$ cat config.mk
export PLATFORM = sky130hd
export DESIGN_NAME = serial_pattern_wait_with_idle_timeout
export DESIGN_NICKNAME = d
export VERILOG_FILES = /design/src/design/spwt_pkg.sv /design/src/design/spwt_cell.sv /design/src/design/serial_pattern_wait_with_idle_timeout.sv
export SDC_FILE = /design/constraint.sdc
export NUM_CORES = 1
export LEC_CHECK = 0
export ABC_AREA = 1
export BUFFER_PORTS_ARGS = -buffer_cell sky130_fd_sc_hd__buf_2
export CAP_MARGIN = 20
export CORE_AREA = 2 2 182 184
export CTS_BUF_LIST = sky130_fd_sc_hd__clkbuf_16
export DETAILED_ROUTE_END_ITERATION = 12
export DIE_AREA = 0 0 184 186
export MAX_ROUTING_LAYER = met4
export PLACE_DENSITY = 0.54
export SLEW_MARGIN = 25
export SYNTH_ARGS = -nofsm -noshare
export SYNTH_HDL_FRONTEND = slang
export SYNTH_SLANG_ARGS = --single-unit
$ cat constraint.sdc
create_clock -name aclk -period 5.1 [get_ports aclk]
set_input_delay 1.02 -clock aclk [delete_from_list [all_inputs] [get_ports aclk]]
set_output_delay 1.02 -clock aclk [all_outputs]
set_load 0.02 [all_outputs]
$ cat src/design/spwt_pkg.sv
// shared types, constants and codes for the serial pattern wait block
`timescale 1ns / 1ps
`default_nettype none

package spwt_pkg;

    // longest pattern the window can hold, one cell per byte
    localparam int PATTERN_MAX = 8;
    localparam int PAT_IDX_W   = (PATTERN_MAX > 1) ? $clog2(PATTERN_MAX) : 1;

    // field and register widths
    localparam int CMD_W     = 2;
    localparam int BYTE_W    = 8;
    localparam int LEN_W     = 4;
    localparam int LIMIT_W   = 8;
    localparam int CFG_W     = 64;
    localparam int CFG_IDX_W = 2;

    // command codes
    localparam logic [CMD_W-1:0] CMD_START = 2'd0;
    localparam logic [CMD_W-1:0] CMD_BYTE  = 2'd1;
    localparam logic [CMD_W-1:0] CMD_TICK  = 2'd2;

    // outcome codes
    localparam logic OUT_FOUND   = 1'b0;
    localparam logic OUT_TIMEOUT = 1'b1;

    // configuration register indexes
    localparam logic [CFG_IDX_W-1:0] REG_PATTERN = 2'd0;
    localparam logic [CFG_IDX_W-1:0] REG_LENGTH  = 2'd1;
    localparam logic [CFG_IDX_W-1:0] REG_LIMIT   = 2'd2;

    // reset values of the registers
    localparam logic [LEN_W-1:0]   LENGTH_RESET = 4'd1;
    localparam logic [LIMIT_W-1:0] LIMIT_RESET  = 8'd3;

    // bytes below this value clear the window
    localparam logic [BYTE_W-1:0] CTRL_LIMIT = 8'h10;

    // control shared by every window cell
    typedef struct packed {
        logic shift;
        logic clear;
    } cell_ctl_t;

endpackage

`default_nettype wire

$ cat src/design/spwt_cell.sv
// one window cell: holds one recent byte and compares the incoming byte with its pattern byte
`timescale 1ns / 1ps
`default_nettype none

module spwt_cell (
    input  wire logic                          aclk,
    input  wire logic                          aresetn,
    input  wire spwt_pkg::cell_ctl_t           ctl,
    input  wire logic                          in_use,
    input  wire logic [spwt_pkg::BYTE_W-1:0]   want,
    input  wire logic [spwt_pkg::BYTE_W-1:0]   data_in,
    input  wire logic                          valid_in,
    output logic      [spwt_pkg::BYTE_W-1:0]   data_q,
    output logic                               valid_q,
    output logic                               hit
);

    logic [spwt_pkg::BYTE_W-1:0] data_reg;
    logic [spwt_pkg::BYTE_W-1:0] data_next;
    logic                        valid_reg;
    logic                        valid_next;

    // clear wins over shift
    always_comb begin
        data_next  = data_reg;
        valid_next = valid_reg;
        if (ctl.clear) begin
            valid_next = 1'b0;
        end else if (ctl.shift) begin
            data_next  = data_in;
            valid_next = valid_in;
        end
    end

    always_ff @(posedge aclk) begin
        data_reg <= data_next;
        if (!aresetn) begin
            valid_reg <= 1'b0;
        end else begin
            valid_reg <= valid_next;
        end
    end

    // compare on the byte that moves in this cycle; unused cells always agree
    assign hit     = !in_use || (valid_in && (data_in == want));
    assign data_q  = data_reg;
    assign valid_q = valid_reg;

endmodule

`default_nettype wire

$ cat src/design/serial_pattern_wait_with_idle_timeout.sv
// top level: session control, idle timer and the row of window cells
// Takes one item per clock whenever the result register is free or being drained; a byte
// or tick item that ends the session puts its result on m_valid in the next cycle. The
// compare across the row of window cells, one cell per pattern byte, is combinational and
// its hits are combined in the same cycle as the shift. Items that arrive with no open
// session give no result. Configuration writes take effect at once; the user must keep
// them to idle periods, as the block itself does not enforce this.
`timescale 1ns / 1ps
`default_nettype none

module serial_pattern_wait_with_idle_timeout (
    input  wire logic                             aclk,
    input  wire logic                             aresetn,
    // configuration
    input  wire logic                             cfg_wr_en,
    input  wire logic [spwt_pkg::CFG_IDX_W-1:0]   cfg_index,
    input  wire logic [spwt_pkg::CFG_W-1:0]       cfg_data,
    // item input
    input  wire logic                             s_valid,
    output logic                                  s_ready,
    input  wire logic [spwt_pkg::CMD_W-1:0]       s_cmd,
    input  wire logic [spwt_pkg::BYTE_W-1:0]      s_rx_byte,
    // result output
    output logic                                  m_valid,
    input  wire logic                             m_ready,
    output logic                                  m_outcome
);

    localparam int NC = spwt_pkg::PATTERN_MAX;

    // configuration registers
    logic [spwt_pkg::CFG_W-1:0]   pattern_reg;
    logic [spwt_pkg::LEN_W-1:0]   length_reg;
    logic [spwt_pkg::LIMIT_W-1:0] limit_reg;

    always_ff @(posedge aclk) begin
        if (!aresetn) begin
            pattern_reg <= '0;
            length_reg  <= spwt_pkg::LENGTH_RESET;
            limit_reg   <= spwt_pkg::LIMIT_RESET;
        end else if (cfg_wr_en) begin
            case (cfg_index)
                spwt_pkg::REG_PATTERN: pattern_reg <= cfg_data;
                spwt_pkg::REG_LENGTH:  length_reg  <= cfg_data[spwt_pkg::LEN_W-1:0];
                spwt_pkg::REG_LIMIT:   limit_reg   <= cfg_data[spwt_pkg::LIMIT_W-1:0];
                default: ;
            endcase
        end
    end

    // effective pattern length, clamped to 1..PATTERN_MAX
    logic [spwt_pkg::LEN_W-1:0] eff_len;

    always_comb begin
        if (length_reg == '0) begin
            eff_len = spwt_pkg::LEN_W'(1);
        end else if (length_reg > spwt_pkg::LEN_W'(NC)) begin
            eff_len = spwt_pkg::LEN_W'(NC);
        end else begin
            eff_len = length_reg;
        end
    end

    // pattern bytes per cell: newest byte meets the last pattern character
    logic [spwt_pkg::BYTE_W-1:0] pat_byte [NC];
    logic [spwt_pkg::BYTE_W-1:0] want     [NC];
    logic [NC-1:0]               in_use;
    logic [spwt_pkg::LEN_W-1:0]  pos      [NC];

    always_comb begin
        for (int k = 0; k < NC; k++) begin
            pat_byte[k] = pattern_reg[k*spwt_pkg::BYTE_W +: spwt_pkg::BYTE_W];
        end
        for (int k = 0; k < NC; k++) begin
            in_use[k] = spwt_pkg::LEN_W'(k) < eff_len;
            pos[k]    = eff_len - spwt_pkg::LEN_W'(1) - spwt_pkg::LEN_W'(k);
            want[k]   = pat_byte[pos[k][spwt_pkg::PAT_IDX_W-1:0]];
        end
    end

    // session state and idle timer
    logic                         session_reg;
    logic                         session_next;
    logic [spwt_pkg::LIMIT_W-1:0] idle_reg;
    logic [spwt_pkg::LIMIT_W-1:0] idle_next;
    logic [spwt_pkg::LIMIT_W-1:0] idle_inc;

    // result register
    logic m_valid_reg;
    logic m_valid_next;
    logic m_outcome_reg;
    logic m_outcome_next;

    logic                s_fire;
    logic                match;
    logic [NC-1:0]       hit;
    spwt_pkg::cell_ctl_t ctl;

    assign s_ready = !m_valid_reg || m_ready;
    assign s_fire  = s_valid && s_ready;
    assign match   = &hit;
    assign idle_inc = (idle_reg == '1) ? idle_reg : idle_reg + spwt_pkg::LIMIT_W'(1);

    // item decode
    always_comb begin
        session_next   = session_reg;
        idle_next      = idle_reg;
        ctl.shift      = 1'b0;
        ctl.clear      = 1'b0;
        m_valid_next   = m_valid_reg && !m_ready;
        m_outcome_next = m_outcome_reg;
        if (s_fire) begin
            if (s_cmd == spwt_pkg::CMD_START) begin
                session_next = 1'b1;
                idle_next    = '0;
                ctl.clear    = 1'b1;
            end else if (session_reg) begin
                case (s_cmd)
                    spwt_pkg::CMD_BYTE: begin
                        idle_next = '0;
                        if (s_rx_byte != '0) begin
                            ctl.shift = 1'b1;
                            if (match) begin
                                session_next   = 1'b0;
                                m_valid_next   = 1'b1;
                                m_outcome_next = spwt_pkg::OUT_FOUND;
                            end
                        end
                        if (s_rx_byte < spwt_pkg::CTRL_LIMIT) begin
                            ctl.clear = 1'b1;
                        end
                    end
                    spwt_pkg::CMD_TICK: begin
                        idle_next = idle_inc;
                        if (idle_inc >= limit_reg) begin
                            session_next   = 1'b0;
                            m_valid_next   = 1'b1;
                            m_outcome_next = spwt_pkg::OUT_TIMEOUT;
                        end
                    end
                    default: ;
                endcase
            end
        end
    end

    always_ff @(posedge aclk) begin
        m_outcome_reg <= m_outcome_next;
        if (!aresetn) begin
            session_reg <= 1'b0;
            idle_reg    <= '0;
            m_valid_reg <= 1'b0;
        end else begin
            session_reg <= session_next;
            idle_reg    <= idle_next;
            m_valid_reg <= m_valid_next;
        end
    end

    assign m_valid   = m_valid_reg;
    assign m_outcome = m_outcome_reg;

    // row of window cells, cell 0 holds the newest byte
    logic [spwt_pkg::BYTE_W-1:0] cell_data  [NC];
    logic [NC-1:0]               cell_valid;

    for (genvar k = 0; k < NC; k++) begin : g_cell
        logic [spwt_pkg::BYTE_W-1:0] d_in;
        logic                        v_in;
        if (k == 0) begin : g_head
            assign d_in = s_rx_byte;
            assign v_in = 1'b1;
        end else begin : g_body
            assign d_in = cell_data[k-1];
            assign v_in = cell_valid[k-1];
        end
        spwt_cell u_cell (
            .aclk     (aclk),
            .aresetn  (aresetn),
            .ctl      (ctl),
            .in_use   (in_use[k]),
            .want     (want[k]),
            .data_in  (d_in),
            .valid_in (v_in),
            .data_q   (cell_data[k]),
            .valid_q  (cell_valid[k]),
            .hit      (hit[k])
        );
    end

    // oldest stored cell that a full-length match relies on
    logic [spwt_pkg::PAT_IDX_W-1:0] oldest_idx;

    assign oldest_idx = spwt_pkg::PAT_IDX_W'(eff_len - spwt_pkg::LEN_W'(2));

    // window fill stays a run of valid cells from the newest end
    a_fill_contiguous: assert property (@(posedge aclk) disable iff (!aresetn)
        ((cell_valid + NC'(1)) & cell_valid) == '0)
        else $error("window valid bits not contiguous");

    // a start leaves an open session with an empty window and zero idle count
    a_start_clears: assert property (@(posedge aclk) disable iff (!aresetn)
        (s_fire && s_cmd == spwt_pkg::CMD_START)
        |=> (session_reg && cell_valid == '0 && idle_reg == '0))
        else $error("start did not reset the session");

    // a new result always closes the session
    a_result_closes: assert property (@(posedge aclk) disable iff (!aresetn)
        (s_fire && s_cmd != spwt_pkg::CMD_START && m_valid_next && !(m_valid_reg && !m_ready))
        |=> !session_reg)
        else $error("result given while session stays open");

    // no item is taken while a result waits unclaimed
    a_no_overrun: assert property (@(posedge aclk) disable iff (!aresetn)
        (m_valid_reg && !m_ready) |-> !s_fire)
        else $error("item accepted over a pending result");

    // a found outcome needs at least one stored byte fewer than the pattern length, besides the incoming byte
    a_found_filled: assert property (@(posedge aclk) disable iff (!aresetn)
        (s_fire && session_reg && s_cmd == spwt_pkg::CMD_BYTE && s_rx_byte != '0 && match)
        |-> (eff_len == spwt_pkg::LEN_W'(1) || cell_valid[oldest_idx]))
        else $error("match reported on a short window");

endmodule

`default_nettype wire
==> metrics.md, run 1 <==
| Metric | Value |
|---|---|
| Critical R2R Launch | `length_reg[3]` |
| Register Area | `3570 um^2` |
| Tmin final | `4.05 ns` |
| RD Place Congestion | `0.965` |
| Startpoint Class | `register` |
| First-pass GRT wire length | `54600 um` |
| # DRC | `0` |
| Maximum clock path buffer count | `2` |
| Synth area leaders | `dfxtp_1 (19%), nand3_1 (19%), edfxtp_1 (18%), nand2_1 (17%), inv_1 (5.3%)` |
| Post-Syn Nets | `1554` |
| Routed wire length | `35400 um` |
| CP endpoint kind | `register` |
| Avg Cell Area, Syn | `6.56 um^2` |
| Critical Path Fanout Max | `19` |
| Drt first pass iters | `5` |
| Final worst slack | `1.05 ns` |
| Area of the mapped netlist | `9570 um^2` |
| Starting Density | `0.297` |
| Vias in the first global route | `9681` |
| Place WS | `1.16 ns` |
| Clock root buffer | `clkbuf_16` |
| CTS buffer count | `17` |
| Fmax achieved | `247 MHz` |
| Max-Cap Viols | `0` |
| Cells along the critical path | `inv_2 > nand2_4 > nor2_1 > a21oi_4 > inv_2 > nand3_1 > nand3_1 > nand2_1 > nand3_1 > nor2_1 > nand3_1 > nand2_1 > nand2_1 > nor2_1 > nand2_1 > nand2_1 > nand2_1 > nor2_1` |
| Leakage | `4.86 nW` |
| Final hold violation count | `0` |
| Seq/Total Area, Yosys | `0.373` |
| Largest area contributor in the netlist | `dfxtp_1` |
| Cells after DPL | `1893` |
| Share of the synthesized area in the top cell type | `0.195` |
| Count leader, synth | `nand2_1` |
| Port buffer count | `83` |
| Crit path kind | `reg -> reg` |
| CP peak stage delay | `0.65 ns` |
| Slowest-stage cell, CP | `a21oi_4` |
| WP data arrival | `4.20 ns` |
| Fin. max-slew vios | `0` |
| Fillers | `3551` |
| Status | `complete, no violations` |
| Post-Layout Cell Count | `1925` |
| Syn Inst Count | `1458` |
| Congestion Overflow GR | `0` |
| Cell Area, Placed | `10300 um^2` |
| Synth cell types | `33` |
| Worst hold path type | `reg -> reg` |
| Post-route cell area | `10800 um^2` |
| H-tree levels | `4` |
| Final Skew | `0.0101 ns` |
| 1st-iter DRT viols | `770` |
| Die Wd | `184 um` |
| YS warnings | `0` |
| Worst hold stages | `0` |
| Largest net degree at the start of global routing | `95` |
| Net count, final | `1600` |
| Hpwl dp | `26900 um` |
| Routed vias/inst | `5.17` |
| Setup_tns | `0 ns` |
| Period utilization | `0.793` |
| RSZ-0062 raised after global routing | `no` |
| Hold endpoint | `g_cell[6].u_cell.data_q[3]` |
| Detailed-route via count | `9957` |
| Clock-pin slew on the worst setup and hold paths | `0.07 ns` |
| Layout cells sized above 1 | `0.0943` |
| Required @ worst endpoint | `5.25 ns` |
| Top cells by count, synth | `nand2_1 (424), nand3_1 (364), inv_1 (134)` |
| Final Setup Violations | `0` |
| DIE AREA | `34200 um^2` |
| Setup crit start | `length_reg[3]` |
| Reg2reg end | `m_outcome` |
| I/O pins | `84` |
| CP most frequent cell | `nand2_1` |
| EDFF count, synth | `57` |
| Core Region | `32200 um^2` |
| Seq cells post-synth | `150` |
| Postcts setup bufs | `0` |
| Max reg flops | `64` |
| Post-cts sizing count | `0` |
| DRT antenna net count | `0` |
| Cell row count | `66` |
| Die Ht | `186 um` |
| Antenna Cells | `0` |
| Total GRT Usage | `0.221` |
| Initial antenna violation count | `0` |
| VDD IR max | `248 uV` |
| TritonCTS clock tree | `done` |
| CTS Sinks | `150` |
| Most common flop cell mapped by yosys | `dfxtp_1` |
| Share of flip-flops with an asynchronous set or reset | `0` |
| Pwr/cell area | `295 nW/um^2` |
| Area grow syn2layout | `13.3%` |
| Hold Path Origin | `g_cell[5].u_cell.data_q[3]` |
| WL/cell | `18.4 um` |
| Hold buffer count at cts | `0` |
| Slew of the pin with the lowest slew margin | `1.08 ns` |
| Worst-Skew Late Latency | `0.45 ns` |
| Slew headroom | `0.274` |
| Area of the multi-input gates | `5170 um^2` |
| Layout Utilization | `0.337` |
| R2r setup slk | `1.05 ns` |
| Worst R2R Path Depth | `18` |
-- cells in the final DEF, fill, tap and decap left out, types with 18 or more instances in the layout --
cell type	instances
a21oi_1	87
buf_2	82
clkbuf_16	18
dfxtp_1	93
edfxtp_1	57
inv_1	135
nand2_1	424
nand3_1	364
nand3b_1	31
nor2_1	59
o21ai_0	78
-- critical path: cells and delay by family, from the launching register on --
family	cells	cell delay, ns
AOI/OAI and AO/OA	1	0.65
DFF	1	0.49
and+or+nand+nor	15	2.00
buffers and inverters	2	0.59
-- layout make-up --
cell class	instances	share of cell area
clock buffers	18	0.0416
clock inverters	14	0.00739
inverters	140	0.0485
multi-input cells	1099	0.477
flip-flops and latches	150	0.330
well taps	408	0.0471
repair buffers	96	0.0487
-- per-stage QoR --
stage / hold slack, ns / total power, W
finish: 0.452 / 0.00320
global placement: 0.438 / 0.00202
detailed placement: 0.437 / 0.00202
CTS: 0.451 / 0.00321
global route: 0.457 / 0.00336
floorplan: 0.426 / 0.00181
-- routing by layer --
layer	track usage	wire length [um]
met3	0.0256	1460
met4	0.116	1680
met1	0.257	15100
met5	-	0
met2	0.375	17200
-- report_power, final --
group	switching (W)	leakage, nW	internal, W
registers	0.0000236	1.27	0.00127
logic	0.000498	3.31	0.000214
clock network	0.000546	0.274	0.000644
-- cell families (layout without fill, tap and decap cells) --
| kind of cell | count (synthesis) | after routing | share of synthesized area |
|---|---|---|---|
| adder cells (fa/ha/maj) | 15 | 15 | 0.0196 |
| AO/OA/AOI/OAI | 176 | 176 | 0.0956 |
| AND/OR/NAND/NOR | 904 | 904 | 0.421 |
| flip-flops | 150 | 150 | 0.373 |
| XOR/XNOR | 4 | 4 | 0.00366 |
| buffers and inverters | 209 | 268 | 0.0871 |
-- worst max-delay path by stage --
stage | to | slack, ns | depth (start not counted)
floorplan | g_cell[0].u_cell.data_q[0] | 0.24 | 8
global placement | m_outcome | 1.24 | 18
detailed placement | m_outcome | 1.16 | 18
CTS | m_outcome | 1.14 | 18
global route | m_outcome | 0.67 | 20
finish | m_outcome | 1.05 | 18
Power figures use the tool's default switching activity.
==> run 2: changes to the inputs <==
--- a/config.mk
+++ b/config.mk
@@ -5,13 +5,13 @@
 export SDC_FILE = /design/constraint.sdc
 export NUM_CORES = 1
 export LEC_CHECK = 0
-export ABC_AREA = 1
+export ABC_AREA = 0
 export BUFFER_PORTS_ARGS = -buffer_cell sky130_fd_sc_hd__buf_2
 export CAP_MARGIN = 20
-export CORE_AREA = 2 2 182 184
+export CORE_AREA = 2 2 190 192
 export CTS_BUF_LIST = sky130_fd_sc_hd__clkbuf_16
 export DETAILED_ROUTE_END_ITERATION = 12
-export DIE_AREA = 0 0 184 186
+export DIE_AREA = 0 0 192 194
 export MAX_ROUTING_LAYER = met4
 export PLACE_DENSITY = 0.54
 export SLEW_MARGIN = 25
==> constraint.sdc (replaced) <==
create_clock -name aclk -period 3.6 [get_ports aclk]
set_input_delay 0.72 -clock aclk [delete_from_list [all_inputs] [get_ports aclk]]
set_output_delay 0.72 -clock aclk [all_outputs]
set_load 0.02 [all_outputs]
==> run 2 against run 1 <==
Critical path depth down 2; synthesized cell count down 22%; clock power is 50% higher; combinational power increased by 12%; first-iteration DRC count increased by 18%; final cell count decreased by 7.5%; non-clock buffer count increased by 131; via count shrank 2.5%; critical path type unchanged; largest cell class unchanged.
==> metrics.md, run 2 <==
| Metric | Value |
|---|---|
| Reg2reg end | `m_outcome` |
| Fin. max-slew vios | `0` |
| First-pass GRT wire length | `56400 um` |
| Worst hold slack | `0.454 ns` |
| Slew of the pin with the lowest slew margin | `1.00 ns` |
| Core Region | `35200 um^2` |
| Most common flop cell mapped by yosys | `dfxtp_1` |
| Area of the mapped netlist | `10400 um^2` |
| Count leader, synth | `nand2_1` |
| Leading cell type in the layout, fill and taps excluded | `nand2_1` |
| Combinational power share | `0.181` |
| RSZ-0062 raised after global routing | `yes` |
| Routed wire length | `37300 um` |
| Critical R2R Launch | `length_reg[1]` |
| Congestion Overflow GR | `0` |
| Syn Inst Count | `1140` |
| CP peak stage delay | `0.52 ns` |
| EDFF count, synth | `57` |
| Status | `complete, no violations` |
| Clock root buffer | `clkbuf_16` |
| DRT antenna net count | `0` |
| Largest net degree at the start of global routing | `83` |
| Worst hold stages | `0` |
| Critical Path Fanout Max | `5` |
| CP most frequent cell | `buf_4` |
| Cell row count | `69` |
| CP endpoint kind | `register` |
| Synth area leaders | `dfxtp_1 (18%), edfxtp_1 (16%), mux2i_1 (7.6%), mux4_2 (6.7%), nand2_1 (6.3%)` |
| Max-Cap Viols | `0` |
| TritonCTS clock tree | `done` |
| Clock power share | `0.405` |
| Top cells by count, synth | `nand2_1 (176), a21oi_1 (114), dfxtp_1 (93)` |
| Port buffer count | `83` |
| Seq cells post-synth | `150` |
| 1st-iter DRT viols | `905` |
| Final worst slack | `0.0344 ns` |
| Worst R2R Path Depth | `16` |
| Tmin final | `3.57 ns` |
| Total GRT Usage | `0.207` |
| Leakage | `4.91 nW` |
| Avg Cell Area, Syn | `9.15 um^2` |
| Cells along the critical path | `o21ba_4 > nor2_8 > inv_4 > ha_4 > xnor2_4 > buf_12 > buf_4 > mux2i_1 > mux4_2 > xnor2_1 > a2111oi_2 > buf_4 > a32oi_1 > a211oi_2 > a31oi_1 > nor2_1` |
| # DRC | `0` |
| Share of the synthesized area in the top cell type | `0.179` |
| Switching Power | `0.00124 W` |
| Max reg flops | `64` |
| Final hold violation count | `0` |
| Cell-internal power | `0.00317 W` |
| Switching Share | `0.281` |
| WL/cell | `20.9 um` |
| Hold endpoint | `g_cell[3].u_cell.data_q[6]` |
| Cells after DPL | `1737` |
| RD Place Congestion | `0.982` |
| Hold Path Origin | `g_cell[2].u_cell.data_q[6]` |
| Period utilization | `0.990` |
| Final Skew | `0.00893 ns` |
| Layout cells sized above 1 | `0.269` |
| CTS Sinks | `150` |
| Final Setup Violations | `0` |
| Post-Layout Cell Count | `1780` |
| Share of flip-flops with an asynchronous set or reset | `0` |
| DIE AREA | `37200 um^2` |
| WP data arrival | `3.72 ns` |
| Maximum clock path buffer count | `2` |
| Slew headroom | `0.333` |
| Routed vias/inst | `5.45` |
| Clock-pin slew on the worst setup and hold paths | `0.07 ns` |
| Die Wd | `192 um` |
| Antenna Cells | `0` |
| I/O pins | `84` |
| Worst hold path type | `reg -> reg` |
| R2r setup slk | `0.03 ns` |
| Synth cell types | `89` |
| Startpoint Class | `register` |
| Most frequent cells in the layout | `nand2_1 (176), buf_4 (124), a21oi_1 (111)` |
| Fmax achieved | `280 MHz` |
| Net count, final | `1402` |
| H-tree levels | `4` |
| Required @ worst endpoint | `3.75 ns` |
| Seq/Total Area, Yosys | `0.343` |
| Crit path kind | `reg -> reg` |
| Hold buffer count at cts | `0` |
| Slowest-stage cell, CP | `mux4_2` |
| VDD IR max | `194 uV` |
| CTS buffer count | `17` |
| Drt first pass iters | `6` |
| Detailed-route via count | `9707` |
| Seq pwr share | `0.414` |
| YS warnings | `0` |
| Area grow syn2layout | `24.8%` |
| Largest area contributor in the netlist | `dfxtp_1` |
| Place WS | `-0.0972 ns` |
| Vias in the first global route | `9269` |
| Worst-Skew Late Latency | `0.45 ns` |
| Post-Syn Nets | `1236` |
| Pwr/cell area | `339 nW/um^2` |
| Die Ht | `194 um` |
| Starting Density | `0.296` |
| Initial antenna violation count | `0` |
| Hpwl dp | `28900 um` |
-- run 2: cell types whose count changed after synthesis, sizes merged, moves of 23 or more --
cell,change
nand2,-253
nor3,+23
nand3,-349
nand3b,-24
mux2i,+81
mux4,+31
inv,-114
xnor2,+41
o21ai,-49
a21oi,+26
-- run 2: kinds of logic after synthesis --
kind of cell,count (synthesis),synth area share
adders and majority gates,15,0.0180
muxes,134,0.171
xor gates and xnor gates,62,0.0557
and+or+nand+nor,398,0.185
DFF,150,0.343
AOI/OAI and AO/OA,275,0.177
buffers and inverters,106,0.0501
-- run 2: worst max-delay path, delay by kind of cell, from the launching register on --
family                   cells  cell delay (ns)
AND/OR/NAND/NOR              2             0.22
flip-flops                   1             0.36
XOR/XNOR                     2             0.29
AO/OA/AOI/OAI                5             1.04
multiplexers                 2             0.66
adder cells (fa/ha/maj)      1             0.21
buffers and inverters        4             0.48
-- run 2: stage by stage --
step           setup TNS, ns  area [um^2]   util  power [W]
3_5_place_dp          -0.174        12200  0.346    0.00262
4_1_cts                    0        12800  0.364    0.00440
2_1_floorplan         -0.647        10500      -    0.00230
6_report                   0        13000  0.370    0.00441
3_3_place_gp         -0.0875        12200  0.346    0.00261
5_1_grt              -0.0758        13000  0.370    0.00458
-- run 2: power groups by stage --
| stage | registers, W | clock network [W] | logic (W) |
|---|---|---|---|
| 2_1_floorplan | 0.00185 | 0 | 0.000453 |
| 3_3_place_gp | 0.00186 | 0 | 0.000749 |
| 3_5_place_dp | 0.00186 | 0 | 0.000751 |
| 4_1_cts | 0.00183 | 0.00182 | 0.000759 |
| 5_1_grt | 0.00183 | 0.00189 | 0.000860 |
| 6_report | 0.00183 | 0.00179 | 0.000798 |
-- run 2: area by class of cell --
cell class	instances	area, um^2
fill	3645	22200
multi-input combinational	884	6470
sequential	150	3580
timing repair buffer	227	1710
tap	461	577
clock buffer	17	425
clock inverter	15	155
inverter	26	100
-- run 2: worst max-delay path by stage --
| stage | depth (start not counted) | slack (ns) | start | to |
|---|---|---|---|---|
| after floorplan | 19 | -0.32 | length_reg[2] | m_outcome |
| after CTS | 15 | 0.004 | length_reg[1] | m_outcome |
| after global placement | 14 | -0.06 | length_reg[1] | m_outcome |
| final | 16 | 0.03 | length_reg[1] | m_outcome |
| after global routing | 15 | -0.04 | length_reg[1] | m_outcome |
| after detailed placement | 14 | -0.1 | length_reg[1] | m_outcome |
-- run 2: repair_timing --
action,4_1_cts,5_1_grt
resized for setup,6,27
endpoints found under the hold margin,0,0
setup endpoints to repair,3,3
gates cloned,0,1
pin swaps,2,14
setup buffers,2,9
-- run 2: per-layer routing --
metal  part of all wire  wire [um]  GRT usage  vias up
li1                   -          -          -     4574
met1               0.45      16800      0.282     4639
met2               0.43      15900      0.293      431
met3              0.086       3200     0.0545       63
met4              0.036       1330     0.0749        0
met5                  0          0          -        -
==> run 3: changes to the inputs <==
--- a/config.mk
+++ b/config.mk
@@ -8,12 +8,12 @@
 export ABC_AREA = 0
 export BUFFER_PORTS_ARGS = -buffer_cell sky130_fd_sc_hd__buf_2
 export CAP_MARGIN = 20
-export CORE_AREA = 2 2 190 192
+export CORE_AREA = 2 2 165 167
 export CTS_BUF_LIST = sky130_fd_sc_hd__clkbuf_16
 export DETAILED_ROUTE_END_ITERATION = 12
-export DIE_AREA = 0 0 192 194
+export DIE_AREA = 0 0 167 169
 export MAX_ROUTING_LAYER = met4
-export PLACE_DENSITY = 0.54
+export PLACE_DENSITY = 0.66
 export SLEW_MARGIN = 25
 export SYNTH_ARGS = -nofsm -noshare
 export SYNTH_HDL_FRONTEND = slang
==> run 3 against run 2 <==
Count of clock-buffer cells in the layout is the same; total power decreased by 0.77%; fmax is 0.69% higher; via count is 1.0% higher; largest power group unchanged; routed wire length down 2.2%; largest cell class unchanged; final cell count down 8.1%; setup slack better by 0.024 ns; non-clock buffer count down 24; die area is 24% lower; hold slack improved by 0.020 ns.
==> metrics.md, run 3 (same netlist as run 2, synthesis figures left out) <==
| Metric | Value |
|---|---|
| Status | `complete, no violations` |
| Cell family with most CP delay | `compound AO/OA/AOI/OAI gates` |
| Max-Cap Viols | `0` |
| DIE AREA | `28200 um^2` |
| Cell row count | `60` |
| Worst R2R Path Depth | `16` |
| Final Skew | `0.0178 ns` |
| Routed wire length | `36400 um` |
| Die Wd | `167 um` |
| WL/cell | `22.3 um` |
| Crit path kind | `reg -> reg` |
| Initial antenna violation count | `0` |
| Leading cell type in the layout, fill and taps excluded | `nand2_1` |
| Pwr Total | `0.00438 W` |
| Clock root buffer | `clkbuf_16` |
| Net count, final | `1378` |
| 1st-iter DRT viols | `1246` |
| RSZ-0062 raised after global routing | `yes` |
| First-pass GRT wire length | `54300 um` |
| R2r setup slk | `0.06 ns` |
| Layout cells sized above 1 | `0.253` |
| Routed vias/inst | `6.00` |
| Fmax achieved | `282 MHz` |
| RD Place Congestion | `1.01` |
| CP peak stage delay | `0.50 ns` |
| WP depth | `16` |
| CP endpoint kind | `register` |
| Max reg flops | `64` |
| Slowest-stage cell, CP | `mux4_2` |
| Starting Density | `0.394` |
| Worst-Skew Late Latency | `0.45 ns` |
| CTS Sinks | `150` |
| Area grow syn2layout | `20.2%` |
| Drt first pass iters | `6` |
| Tmin final | `3.54 ns` |
| Setup crit start | `length_reg[1]` |
| Reg2reg end | `m_valid` |
| Required @ worst endpoint | `3.96 ns` |
| H-tree levels | `4` |
| # DRC | `0` |
| Crit path buffers/inverters | `3` |
| Slew of the pin with the lowest slew margin | `0.829 ns` |
| Final hold violation count | `0` |
| Maximum clock path buffer count | `2` |
| Critical Path Fanout Max | `7` |
| CTS buffer count | `17` |
| Pwr/cell area | `349 nW/um^2` |
| Crit path to | `m_valid` |
| Period utilization | `0.984` |
| Leakage | `4.75 nW` |
| Fin. max-slew vios | `0` |
| VDD IR max | `224 uV` |
| DRT antenna net count | `0` |
| Critical R2R Launch | `length_reg[1]` |
| Detailed-route via count | `9808` |
| Total GRT Usage | `0.261` |
| Hpwl dp | `27900 um` |
| Most frequent cells in the layout | `nand2_1 (176), a21oi_1 (110), buf_4 (108)` |
| I/O pins | `84` |
| Largest net degree at the start of global routing | `57` |
| TritonCTS clock tree | `done` |
| Cells along the critical path | `o21ba_4 > nor2_8 > inv_4 > ha_4 > buf_4 > or4bb_1 > o21ai_1 > a21oi_1 > mux4_2 > xnor2_1 > nor3_1 > a31oi_1 > a211oi_2 > buf_4 > nand4_1 > a31oi_1` |
| Worst hold slack | `0.474 ns` |
| Die Ht | `169 um` |
| Port buffer count | `83` |
| Congestion Overflow GR | `0` |
| Clock-pin slew on the worst setup and hold paths | `0.07 ns` |
| Vias in the first global route | `8883` |
| Worst hold path type | `reg -> reg` |
| Antenna Cells | `0` |
| Final Setup Violations | `0` |
| Core Region | `26500 um^2` |
| Slew headroom | `0.448` |
| WP data arrival | `3.90 ns` |
| Startpoint Class | `register` |
## run 3: metal layers
metal  share of wire  track usage  vias up
li1                -            -     4528
met1            0.43        0.355     4641
met2            0.42        0.375      542
met3           0.098       0.0540       97
met4           0.050        0.118        0
met5               0            -        -
## run 3: area by class of cell
type | count | area, um^2
Fill cell | 2508 | 14000
Multi-Input combinational cell | 884 | 6430
Sequential cell | 150 | 3580
Timing Repair Buffer | 203 | 1420
Tap cell | 341 | 427
Clock buffer | 17 | 425
Clock inverter | 15 | 155
Inverter | 26 | 100
## run 3: how the worst min path moves through the flow
stage	slack (ns)	cells after the start	endpoint	start
floorplan	0.43	0	g_cell[3].u_cell.data_q[6]	g_cell[2].u_cell.data_q[6]
global placement	0.44	0	g_cell[3].u_cell.data_q[6]	g_cell[2].u_cell.data_q[6]
detailed placement	0.46	0	g_cell[5].u_cell.data_q[1]	g_cell[4].u_cell.data_q[1]
CTS	0.47	0	g_cell[5].u_cell.data_q[1]	g_cell[4].u_cell.data_q[1]
global route	0.49	0	g_cell[5].u_cell.data_q[0]	g_cell[4].u_cell.data_q[0]
finish	0.47	0	g_cell[5].u_cell.data_q[1]	g_cell[4].u_cell.data_q[1]
## run 3: report_power, final
group	leakage (nW)	switching (W)	internal, W
Sequential	1.27	0.0000585	0.00178
Clock	0.285	0.000858	0.000929
Combinational	3.19	0.000409	0.000342
## run 3: what timing repair did
item                       in CTS  in global routing
hold buffers                    0                  0
pin swaps                       0                 16
setup endpoints to repair       3                  3
cloned                          0                  1
resized for setup               2                 29
buffers inserted                0                  7
## run 3: per-stage QoR
step | area (um^2) | std cells | util | TNS, ns | setup slack [ns]
after CTS | 12400 | 1628 | 0.466 | 0 | 0.0465
after global routing | 12500 | 1636 | 0.473 | -0.132 | -0.0815
after detailed placement | 11800 | 1596 | 0.444 | -0.0337 | -0.0240
final | 12500 | 1636 | 0.473 | 0 | 0.0588
after global placement | 11800 | 1596 | 0.444 | -0.132 | -0.0772
after floorplan | 10500 | 1140 | - | -0.647 | -0.318
